**config.mk**
```make
export PLATFORM = sky130hd
export DESIGN_NAME = segment_and_page_translator_flat
export DESIGN_NICKNAME = d
export VERILOG_FILES = /design/src/rtl/core/spt_pkg.sv /design/src/rtl/core/spt_item_if.sv /design/src/rtl/core/spt_result_if.sv /design/src/rtl/core/spt_regs.sv /design/src/rtl/core/spt_walk.sv /design/src/rtl/core/segment_and_page_translator.sv /design/src/flat_wrapper.sv
export SDC_FILE = /design/constraint.sdc
export NUM_CORES = 1
export LEC_CHECK = 0
export BUFFER_PORTS_ARGS = -buffer_cell sky130_fd_sc_hd__buf_2
export CAP_MARGIN = 20
export CELL_PAD_IN_SITES_DETAIL_PLACEMENT = 0
export CELL_PAD_IN_SITES_GLOBAL_PLACEMENT = 1
export CORE_MARGIN = 5
export CORE_UTILIZATION = 34
export DETAILED_ROUTE_END_ITERATION = 8
export GPL_ROUTABILITY_DRIVEN = 0
export MAX_ROUTING_LAYER = met4
export PLACE_DENSITY = 0.66
export SYNTH_ARGS = -nofsm -noshare
export SYNTH_HDL_FRONTEND = slang
export SYNTH_SLANG_ARGS = --single-unit
export TNS_END_PERCENT = 5
```
**constraint.sdc**
```tcl
create_clock -name clk -period 8.1 [get_ports clk]
set_clock_uncertainty 0.05 [all_clocks]
set_input_delay 1.215 -clock clk [delete_from_list [all_inputs] [get_ports clk]]
set_output_delay 1.215 -clock clk [all_outputs]
set_load 0.05 [all_outputs]
```
**src/rtl/core/spt_pkg.sv**
```systemverilog
// ----------------------------------------------------------------------------
// spt_pkg
// Shared types and codes for the segment and page translator.
// ----------------------------------------------------------------------------
package spt_pkg;

  // Configuration port address width: seven 32-bit registers at 4*i
  localparam int unsigned ApbAddrW = 5;

  // Register indexes (paddr[4:2])
  localparam logic [2:0] REG_PROT_MODE      = 3'd0;
  localparam logic [2:0] REG_PAGING_ENABLE  = 3'd1;
  localparam logic [2:0] REG_PAGE_DIR_BASE  = 3'd2;
  localparam logic [2:0] REG_GDT_BASE       = 3'd3;
  localparam logic [2:0] REG_GDT_LIMIT      = 3'd4;
  localparam logic [2:0] REG_LDT_BASE       = 3'd5;
  localparam logic [2:0] REG_LDT_LIMIT      = 3'd6;

  // Input beat kinds
  localparam logic KIND_TRANSLATE = 1'b0;
  localparam logic KIND_RESPONSE  = 1'b1;

  // Result kinds
  localparam logic [1:0] RK_READ  = 2'd0;
  localparam logic [1:0] RK_DONE  = 2'd1;
  localparam logic [1:0] RK_FAULT = 2'd2;

  // Fault causes
  localparam logic [2:0] FC_NONE        = 3'd0;
  localparam logic [2:0] FC_LIMIT       = 3'd1;
  localparam logic [2:0] FC_SEG_ABSENT  = 3'd2;
  localparam logic [2:0] FC_PRIVILEGE   = 3'd3;
  localparam logic [2:0] FC_DIR_ABSENT  = 3'd4;
  localparam logic [2:0] FC_TAB_ABSENT  = 3'd5;

  // Descriptor tables are mapped high when paging is on
  localparam logic [31:0] HIGH_MAP = 32'hC000_0000;

  typedef struct packed {
    logic        prot_mode;
    logic        paging_enable;
    logic [19:0] page_dir_base;
    logic [31:0] gdt_base;
    logic [15:0] gdt_limit;
    logic [31:0] ldt_base;
    logic [15:0] ldt_limit;
  } spt_cfg_t;

  typedef struct packed {
    logic        kind;
    logic [31:0] offset_address;
    logic [15:0] selector;
    logic [31:0] read_data;
  } spt_item_t;

  typedef struct packed {
    logic [1:0]  result_kind;
    logic [31:0] out_address;
    logic [2:0]  fault_cause;
  } spt_result_t;

endpackage

```
**src/rtl/core/spt_item_if.sv**
```systemverilog
// ----------------------------------------------------------------------------
// spt_item_if
// Input channel: translate requests and memory read response words.
// ----------------------------------------------------------------------------
interface spt_item_if;
  logic        valid;
  logic        ready;
  logic        kind;
  logic [31:0] offset_address;
  logic [15:0] selector;
  logic [31:0] read_data;

  modport source (output valid, kind, offset_address, selector, read_data, input ready);
  modport sink   (input valid, kind, offset_address, selector, read_data, output ready);
endinterface

```
**src/rtl/core/spt_result_if.sv**
```systemverilog
// ----------------------------------------------------------------------------
// spt_result_if
// Output channel: read requests, finished translations and faults.
// ----------------------------------------------------------------------------
interface spt_result_if;
  logic        valid;
  logic        ready;
  logic [1:0]  result_kind;
  logic [31:0] out_address;
  logic [2:0]  fault_cause;

  modport source (output valid, result_kind, out_address, fault_cause, input ready);
  modport sink   (input valid, result_kind, out_address, fault_cause, output ready);
endinterface

```
**src/rtl/core/spt_regs.sv**
```systemverilog
// ----------------------------------------------------------------------------
// spt_regs
// APB-style configuration register file for the translator.
// ----------------------------------------------------------------------------
module spt_regs (
  input  logic                          clk,
  input  logic                          rst,
  input  logic                          psel,
  input  logic                          penable,
  input  logic                          pwrite,
  input  logic [spt_pkg::ApbAddrW-1:0]  paddr,
  input  logic [31:0]                   pwdata,
  output logic [31:0]                   prdata,
  output logic                          pready,
  output spt_pkg::spt_cfg_t             cfg
);
  import spt_pkg::*;

  logic       wr_en;
  logic [2:0] reg_index;

  assign pready    = 1'b1;
  assign wr_en     = psel && penable && pwrite;
  assign reg_index = paddr[4:2];

  // Write the addressed register on the access cycle
  always_ff @(posedge clk) begin
    if (rst) begin
      cfg <= '0;
    end else if (wr_en) begin
      case (reg_index)
        REG_PROT_MODE:      cfg.prot_mode      <= pwdata[0];
        REG_PAGING_ENABLE:  cfg.paging_enable  <= pwdata[0];
        REG_PAGE_DIR_BASE:  cfg.page_dir_base  <= pwdata[19:0];
        REG_GDT_BASE:       cfg.gdt_base       <= pwdata;
        REG_GDT_LIMIT:      cfg.gdt_limit      <= pwdata[15:0];
        REG_LDT_BASE:       cfg.ldt_base       <= pwdata;
        REG_LDT_LIMIT:      cfg.ldt_limit      <= pwdata[15:0];
        default: ;
      endcase
    end
  end

  // Read back the addressed register
  always_comb begin
    case (reg_index)
      REG_PROT_MODE:      prdata = {31'd0, cfg.prot_mode};
      REG_PAGING_ENABLE:  prdata = {31'd0, cfg.paging_enable};
      REG_PAGE_DIR_BASE:  prdata = {12'd0, cfg.page_dir_base};
      REG_GDT_BASE:       prdata = cfg.gdt_base;
      REG_GDT_LIMIT:      prdata = {16'd0, cfg.gdt_limit};
      REG_LDT_BASE:       prdata = cfg.ldt_base;
      REG_LDT_LIMIT:      prdata = {16'd0, cfg.ldt_limit};
      default:            prdata = '0;
    endcase
  end

endmodule

```
**src/rtl/core/spt_walk.sv**
```systemverilog
// ----------------------------------------------------------------------------
// spt_walk
// Translation sequencer: walk state plus the single-step next-state logic.
// ----------------------------------------------------------------------------
module spt_walk (
  input  logic                 clk,
  input  logic                 rst,
  input  logic                 fire,
  input  spt_pkg::spt_item_t   item,
  input  spt_pkg::spt_cfg_t    cfg,
  output logic                 emit,
  output spt_pkg::spt_result_t result
);
  import spt_pkg::*;

  typedef enum logic [2:0] {
    PH_IDLE    = 3'd0,
    PH_DESC_LO = 3'd1,
    PH_DESC_HI = 3'd2,
    PH_PDE     = 3'd3,
    PH_PTE     = 3'd4
  } phase_t;

  phase_t      phase, phase_next;
  logic [31:0] held_offset, held_offset_next;
  logic [31:0] held_linear, held_linear_next;
  logic [31:0] descriptor_low, descriptor_low_next;
  logic [1:0]  held_rpl, held_rpl_next;
  logic [31:0] table_base, table_base_next;

  // Shared decode of the current beat
  logic [12:0] sel_index;
  logic [31:0] sel_base;
  logic [15:0] sel_limit;
  logic [31:0] seg_base;
  logic [31:0] seg_linear;
  logic        walk_on;

  assign sel_index  = item.selector[15:3];
  assign sel_base   = item.selector[2] ? cfg.ldt_base : cfg.gdt_base;
  assign sel_limit  = item.selector[2] ? cfg.ldt_limit : cfg.gdt_limit;
  assign seg_base   = {item.read_data[31:24], item.read_data[7:0], descriptor_low[31:16]};
  assign seg_linear = held_offset + seg_base;
  assign walk_on    = cfg.prot_mode && cfg.paging_enable;

  // Compute next state and the result for one beat
  always_comb begin
    phase_next          = phase;
    held_offset_next    = held_offset;
    held_linear_next    = held_linear;
    descriptor_low_next = descriptor_low;
    held_rpl_next       = held_rpl;
    table_base_next     = table_base;
    emit                = 1'b0;
    result              = '{result_kind: RK_FAULT, out_address: '0, fault_cause: FC_NONE};

    if (item.kind == KIND_TRANSLATE) begin
      held_offset_next = item.offset_address;
      held_rpl_next    = item.selector[1:0];
      emit             = 1'b1;
      if (!cfg.prot_mode || item.selector == 16'd0) begin
        // Flat mode or null selector: linear is the offset
        held_linear_next = item.offset_address;
        if (walk_on) begin
          phase_next         = PH_PDE;
          result.result_kind = RK_READ;
          result.out_address = {cfg.page_dir_base, item.offset_address[31:22], 2'b00};
        end else begin
          phase_next         = PH_IDLE;
          result.result_kind = RK_DONE;
          result.out_address = item.offset_address;
        end
      end else if ({3'd0, sel_index} > sel_limit) begin
        phase_next         = PH_IDLE;
        result.fault_cause = FC_LIMIT;
      end else begin
        // Fetch the descriptor low word
        table_base_next    = (cfg.paging_enable ? (sel_base | HIGH_MAP) : sel_base)
                             + {16'd0, sel_index, 3'b000};
        phase_next         = PH_DESC_LO;
        result.result_kind = RK_READ;
        result.out_address = table_base_next;
      end
    end else begin
      case (phase)
        PH_DESC_LO: begin
          descriptor_low_next = item.read_data;
          phase_next          = PH_DESC_HI;
          emit                = 1'b1;
          result.result_kind  = RK_READ;
          result.out_address  = table_base + 32'd4;
        end
        PH_DESC_HI: begin
          emit = 1'b1;
          if (!item.read_data[15]) begin
            phase_next         = PH_IDLE;
            result.fault_cause = FC_SEG_ABSENT;
          end else if (held_rpl > item.read_data[14:13]) begin
            phase_next         = PH_IDLE;
            result.fault_cause = FC_PRIVILEGE;
          end else begin
            held_linear_next = seg_linear;
            if (walk_on) begin
              phase_next         = PH_PDE;
              result.result_kind = RK_READ;
              result.out_address = {cfg.page_dir_base, seg_linear[31:22], 2'b00};
            end else begin
              phase_next         = PH_IDLE;
              result.result_kind = RK_DONE;
              result.out_address = seg_linear;
            end
          end
        end
        PH_PDE: begin
          emit = 1'b1;
          if (!item.read_data[0]) begin
            phase_next         = PH_IDLE;
            result.fault_cause = FC_DIR_ABSENT;
          end else begin
            phase_next         = PH_PTE;
            result.result_kind = RK_READ;
            result.out_address = {item.read_data[31:12], held_linear[21:12], 2'b00};
          end
        end
        PH_PTE: begin
          emit       = 1'b1;
          phase_next = PH_IDLE;
          if (!item.read_data[0]) begin
            result.fault_cause = FC_TAB_ABSENT;
          end else begin
            result.result_kind = RK_DONE;
            result.out_address = {item.read_data[31:12], held_linear[11:0]};
          end
        end
        default: begin
          // Stray response while idle: drop it
          phase_next = PH_IDLE;
        end
      endcase
    end
  end

  // Advance the walk state on each processed beat
  always_ff @(posedge clk) begin
    if (rst) begin
      phase          <= PH_IDLE;
      held_offset    <= '0;
      held_linear    <= '0;
      descriptor_low <= '0;
      held_rpl       <= '0;
      table_base     <= '0;
    end else if (fire) begin
      phase          <= phase_next;
      held_offset    <= held_offset_next;
      held_linear    <= held_linear_next;
      descriptor_low <= descriptor_low_next;
      held_rpl       <= held_rpl_next;
      table_base     <= table_base_next;
    end
  end

endmodule

```
**src/rtl/core/segment_and_page_translator.sv**
```systemverilog
// ----------------------------------------------------------------------------
// segment_and_page_translator
// Protected-mode segment translation with a two-level page walk.
// ----------------------------------------------------------------------------
// Each beat on the item channel lands in an input register, one step of the
// walk is computed from it and the walk state, and the result (read request,
// finished address or fault) is loaded into the result register, so a new
// beat is accepted every cycle while no result stalls; its result is valid on
// the port once loaded into the result register. The result register is the
// only stall point: while it holds an untaken result, the beat in the input
// register waits, even a response beat that arrives while idle and is dropped
// without a result. Memory reads go out as results; their words come back as
// response beats in the order the reads were issued. A request beat aborts
// any walk in progress.
module segment_and_page_translator (
  input  logic                          clk,
  input  logic                          rst,
  input  logic                          psel,
  input  logic                          penable,
  input  logic                          pwrite,
  input  logic [spt_pkg::ApbAddrW-1:0]  paddr,
  input  logic [31:0]                   pwdata,
  output logic [31:0]                   prdata,
  output logic                          pready,
  spt_item_if.sink                      item,
  spt_result_if.source                  result
);
  import spt_pkg::*;

  spt_cfg_t    cfg;
  spt_item_t   item_q;
  logic        item_valid;
  spt_result_t step_result;
  logic        step_emit;
  logic        fire;
  logic        result_valid;
  spt_result_t result_q;

  spt_regs u_regs (
    .clk     (clk),
    .rst     (rst),
    .psel    (psel),
    .penable (penable),
    .pwrite  (pwrite),
    .paddr   (paddr),
    .pwdata  (pwdata),
    .prdata  (prdata),
    .pready  (pready),
    .cfg     (cfg)
  );

  // Process the held beat when the result register can take its output
  assign fire       = item_valid && (!result_valid || result.ready);
  assign item.ready = !item_valid || fire;

  // Input register: load a new beat, drop the processed one
  always_ff @(posedge clk) begin
    if (rst) begin
      item_valid <= 1'b0;
    end else if (item.ready) begin
      item_valid <= item.valid;
    end
  end

  always_ff @(posedge clk) begin
    if (item.valid && item.ready) begin
      item_q <= '{kind: item.kind, offset_address: item.offset_address,
                  selector: item.selector, read_data: item.read_data};
    end
  end

  spt_walk u_walk (
    .clk    (clk),
    .rst    (rst),
    .fire   (fire),
    .item   (item_q),
    .cfg    (cfg),
    .emit   (step_emit),
    .result (step_result)
  );

  // Result register: hold until the sink takes the beat
  always_ff @(posedge clk) begin
    if (rst) begin
      result_valid <= 1'b0;
    end else if (fire) begin
      result_valid <= step_emit;
    end else if (result.ready) begin
      result_valid <= 1'b0;
    end
  end

  always_ff @(posedge clk) begin
    if (fire && step_emit) begin
      result_q <= step_result;
    end
  end

  assign result.valid       = result_valid;
  assign result.result_kind = result_q.result_kind;
  assign result.out_address = result_q.out_address;
  assign result.fault_cause = result_q.fault_cause;

endmodule
```
**src/flat_wrapper.sv**
```systemverilog
// flat-port wrapper written by rule: the top's interface ports become plain ports
module segment_and_page_translator_flat import spt_pkg::*;
  (clk, rst, psel, penable, pwrite, paddr, pwdata, prdata, pready, item_valid, item_kind, item_offset_address, item_selector, item_read_data, item_ready, result_valid, result_result_kind, result_out_address, result_fault_cause, result_ready);
  spt_item_if item_i ();
  spt_result_if result_i ();
  input  logic clk;
  input  logic rst;
  input  logic psel;
  input  logic penable;
  input  logic pwrite;
  input  logic [spt_pkg::ApbAddrW-1:0] paddr;
  input  logic [31:0] pwdata;
  output logic [31:0] prdata;
  output logic pready;
  input wire logic [$bits(item_i.valid)-1:0] item_valid;
  input wire logic [$bits(item_i.kind)-1:0] item_kind;
  input wire logic [$bits(item_i.offset_address)-1:0] item_offset_address;
  input wire logic [$bits(item_i.selector)-1:0] item_selector;
  input wire logic [$bits(item_i.read_data)-1:0] item_read_data;
  output wire logic [$bits(item_i.ready)-1:0] item_ready;
  output wire logic [$bits(result_i.valid)-1:0] result_valid;
  output wire logic [$bits(result_i.result_kind)-1:0] result_result_kind;
  output wire logic [$bits(result_i.out_address)-1:0] result_out_address;
  output wire logic [$bits(result_i.fault_cause)-1:0] result_fault_cause;
  input wire logic [$bits(result_i.ready)-1:0] result_ready;
  assign item_i.valid = item_valid;
  assign item_i.kind = item_kind;
  assign item_i.offset_address = item_offset_address;
  assign item_i.selector = item_selector;
  assign item_i.read_data = item_read_data;
  assign item_ready = item_i.ready;
  assign result_valid = result_i.valid;
  assign result_result_kind = result_i.result_kind;
  assign result_out_address = result_i.out_address;
  assign result_fault_cause = result_i.fault_cause;
  assign result_i.ready = result_ready;
  segment_and_page_translator u_core (.clk(clk), .rst(rst), .psel(psel), .penable(penable), .pwrite(pwrite), .paddr(paddr), .pwdata(pwdata), .prdata(prdata), .pready(pready), .item(item_i), .result(result_i));
endmodule
```
# After elaboration in Yosys (flattened, before gate mapping)
# Cells that the tools add are included.
# W data, S select, Z words.
# word_totals
wordCells	109
output_inout_bits	72
regBits	361
in_bits	125
# classes
order_cmp	2
muxes	38
n_reduce_logical	28
bitwise	3
addsub	3
n_eq_ne	13
# op_table
op	count
$pmux W32 S7	1
$mux W34	6
$pmux W34 S4	1
$mux W22	5
$mux W33	2
$mux W32	2
$mux W37	1
$add A32 B16 Y32	1
$add A32 B3 Y32 const B	1
$add A32 B32 Y32	1
$mux W3	7
$pmux W3 S3	2
$gt A13 B16 Y1	1
$logic_not A16 Y1	1
$mux W16	1
$reduce_and A2 Y1	8
$eq A3 B2 Y1 const B	4
$eq A3 B3 Y1 const B	4
$mux W1	7
$eq A3 B1 Y1 const B	2
$logic_and A1 B1 Y1	6
$mux W2	3
$ne A2 B2 Y1 const B	3
$reduce_and A5 Y1	1
other kinds (9)	16

# Logic depth before layout (Yosys ltp)
# depth
word_depth	6
depth_mapped	18
depth_no_buf	12

# Cells and area by module
# A second synthesis with hierarchy kept.
# hier_totals
cells_unflattened	2010
hier_area_um2	18987.0
# modules_own_cells
module	seq_area_each_um2	n_inst	area_per_inst_um2	cells_each
spt_walk	2142.1	1	9636.7	1328
spt_regs	2362.3	1	5704.2	553
segment_and_page_translator	3583.4	1	3646.0	129

# Worst setup path after synthesis
# OpenSTA, ideal clock, no wires.
# synth_path
path_kind	input to output
start	input paddr[2] (netlist bit)
end	output prdata[16]
t_arrival_ns	3.508
path_buffers	3
setup_slack_ns	3.327
stages	5
path_cell_list	clkbuf_1 -> buf_1 -> clkbuf_1 -> mux2i_1 -> o21ai_0
# synth_between
elab_chain_cells	2
# synth_rtl
item	line_no	text
start: declaration	flat_wrapper.sv:11	input logic [spt_pkg::ApbAddrW-1:0] paddr;
$eq A3 B3 Y1, or another cell as far along	spt_regs.sv:46	case (reg_index)
$pmux W32 S7 *	spt_regs.sv:46	
end: declaration	flat_wrapper.sv:13	output logic [31:0] prdata;
# Every way passes the cells marked *; elsewhere a longest branch is shown, timed or not.

# Worst setup path in the final report
# layout_path
start	input paddr[2] (netlist bit)
end	output prdata[14]
# The elaborated chain is that of the path after synthesis.

==> metrics.md <==
| Metric | Value |
|---|---|
| Cell Int Power | `2980 uW` |
| Dpl ws | `3.21 ns` |
| Hold Path Class | `flop to flop` |
| Largest net degree at the start of global routing | `129` |
| Yosys reg bits | `341` |
| EDFF count, synth | `~110` |
| Setup tns final | `0 ns` |
| Site Rows | `85` |
| Count of input and output buffers | `189` |
| Synthesized cell area | `18600 um^2` |
| RSZ-0062 raised after global routing | `no` |
| Initial antenna violation count | `0` |
| DRC | `0` |
| Post-synthesis sequential area ratio | `42.8%` |
| Antenna fix cells | `0` |
| DR iter-0 viols | `roughly 1.6k` |
| Crit path time final | `about 4.9 ns` |
| Status | `complete, no violations` |
| FMAX | `0.203 GHz` |
| CP peak stage delay | `1.00 ns` |
| Syn avg cell area | `about 8.5 um^2` |
| Fill count | `5511` |
| Wire length per cell | `23.2 um` |
| Max-slew headroom | `24.9%` |
| Top Family by Delay on Critical Path | `simple AND/OR/NAND/NOR gates` |
| Pwr/cell area | `189 nW/um^2` |
| Leak | `0.00790 uW` |
| WP data required | `6.84 ns` |
| Final WL | `70200 um` |
| Critical R2R Launch | `u_core.item_q[34]` |
| Worst skew pair latency | `between 0.5 and 0.6 ns` |
| First-pass GRT wire length | `105000 um` |
| CTS buffer count | `42` |
| I/O pins | `197` |
| Largest area contributor in the netlist | `dfxtp_1` |
| CTS max path bufs | `3` |
| Synth cell types | `81` |
| Total GRT Usage | `23.3%` |
| Share of cells above drive strength 1 | `13.4%` |
| DRT Pass-1 Iters | `6` |
| Hpwl dp | `51100 um` |
| Final Util | `39.6%` |
| Power share of the clock group | `44.3%` |
| CP Max Fanout | `46` |
| CP startpoint kind | `input pin` |
| CP most frequent cell | `buf_2` |
| Max-Cap Viols | `0` |
| Via count | `17.1k` |
| Yosys Warn Count | `0` |
| Post-synth top area share | `about a quarter` |
| Final hold slack | `0.410 ns` |
| Hold Vio Cnt, Final | `0` |
| Clk sink count | `341` |
| Via density | `5.65` |
| WP data arrival | `3.66 ns` |
| Vias in the first global route | `16.4k` |
| CP Launch Point | `paddr[2]` |
| Layout area overhead | `15.0%` |
| Syn Nets | `approximately 2.4k` |
| Fraction of registers with async set/reset | `0%` |
| Grt total ovfl | `0` |
| Clk root buf | `clkbuf_16` |
| Final Worst Setup Slack | `3.18 ns` |
| ANT nets after route | `0` |
| Ys flop type | `dfxtp_1` |
| Syn Inst Count | `2187` |
| Worst VDD drop | `0.127 mV` |
| Sw frac | `26.3%` |
| Hold Buf Count CTS | `0` |
| Slew @ Worst Pin | `1.13 ns` |
| Effective utilization at floorplan | `34.5%` |
| Die Y | `244 um` |
| Hold Path Origin | `u_core.u_walk.held_offset[21]` |
| NetSw | `about 1100 uW` |
| Core Region | `54000 um^2` |
| Synth top cells by count | `nand2_1 (519), a21oi_1 (289), dfxtp_1 (227)` |
| Register share of total power | `46.4%` |
| Critical Path Slowest Stage Cell | `nor2b_2` |
| Worst path bufs/invs | `3` |
| Layout Nets | `approximately 2.5k` |
| CTS tree | `done` |
| Die Wd | `244 um` |
| Combinational Power Share | `9.3%` |
| Setup Fix Bufs, Post-CTS | `0` |
| Die ar. | `between 50000 and 60000 um^2` |
| Worst Setup Path Type | `input pin to output pin` |
| Worst setup EP type | `output pin` |
| Clock transition at path regs | `0.06 ns` |
| CTS resizes | `0` |
| Cell Chain, Critical Path | `buf_2 > buf_4 > nor2b_2 > a22o_1 > a221o_1 > buf_2` |
| Most frequent cell after synthesis | `nand2_1` |
| Slew Viols, Final | `0` |
| Synth area leaders | `dfxtp_1 (24%), edfxtp_1 (18%), nand2_1 (10%)` |
| Finish-stage setup viols | `0` |
| Final cycle utilization of the critical path | `60.8%` |
| Clock H-tree levels | `2` |
==> layout make-up <==
class,count,area [um^2],share of cell area [%]
Clock buffer,54,1130,5.27
Sequential cell,341,7970,37.2
Tap cell,696,871,4.07
Inverter,31,116,0.544
Clock inverter,23,169,0.789
Multi-Input combinational cell,1674,10000,46.9
Timing Repair Buffer,211,1120,5.25
==> state kept, by name, indices dropped and copies added, names as in the netlist, 3 cells and up <==
register,count
u_core.u_regs.cfg,118
u_core.item_q,77
u_core.result.out_address,32
u_core.u_walk.held_offset,32
u_core.u_walk.table_base,32
u_core.u_walk.held_linear,22
u_core.u_walk.descriptor_low,16
u_core.result.fault_cause,3
u_core.u_walk.phase,3
==> stage by stage <==
stage,instances,power (uW),instance area (um^2)
floorplan,2187,2120,18600
global placement,2951,2290,20100
detailed placement,2952,2290,20100
CTS,3029,4090,21400
global route,3030,4200,21400
finish,3030,4050,21400
==> power by group through the flow <==
stage               combinational (uW)  sequential (uW)  clock, uW
floorplan                          213             1910          0
global placement                   370             1920          0
detailed placement                 374             1910          0
CTS                                375             1880       1840
global route                       406             1880       1910
finish                             377             1880       1790
==> cells in the final DEF, fill, tap and decap left out, types with 18 or more instances in the layout <==
master	netlist	final
nand3_1	57	55
a21o_1	26	26
buf_2	15	188
nand4_1	20	20
a222oi_1	24	24
o21ai_0	65	65
a221o_1	18	18
dfxtp_1	227	227
buf_4	2	20
clkbuf_16	0	43
inv_1	31	31
edfxtp_1	114	114
nor2b_1	28	26
a22o_1	20	20
nor2_1	108	105
a211oi_1	38	38
xnor2_1	45	45
a21oi_1	289	289
ha_1	60	60
xor2_1	36	36
nand2_1	519	518
mux2i_1	75	75
a22oi_1	19	19
==> worst paths after layout <==
| kind | end | depth (start not counted) | slack, ns |
|---|---|---|---|
| worst min-delay path | u_core.u_walk.held_offset[21] | 2 | 0.41 |
| worst max-delay path | prdata[14] | 6 | 3.18 |
| worst min register to register | u_core.u_walk.held_offset[21] | 2 | 0.41 |
| worst max register to register | u_core.u_walk.table_base[8] | 10 | 3.59 |
==> logic make-up (layout without fill, tap and decap cells) <==
family / after synthesis / count (layout) / synth area share [%]
buf+inv: 172 / 319 / 3.65
fa+ha+maj: 62 / 62 / 4.25
xor+xnor: 81 / 81 / 3.81
other cells: 1 / 1 / 0.0201
simple gates: 826 / 826 / 19.2
compound gates: 614 / 614 / 21.4
mux: 90 / 90 / 4.94
flops: 341 / 341 / 42.8
==> worst reg2reg max path: stages, from the launching register on <==
cell      delay (ns)
edfxtp_1        0.32
buf_4           0.76
mux2i_1         0.47
ha_1            0.32
a211oi_1        0.26
o221ai_1        0.23
a21o_1          0.20
nand2_1         0.41
nand3_1         0.90
nand2_1         0.32
a21oi_1         0.09
==> metal layers <==
layer  vias to the layer above  routed length [um]  track usage (%)
met3                       125                4500             3.16
met1                      8240               30500             30.6
met4                         0                2200             6.97
met2                       653               33000             37.6
met5                         -                   0                -
li1                       8101                   -                -
(Power assumes the default switching activity.)
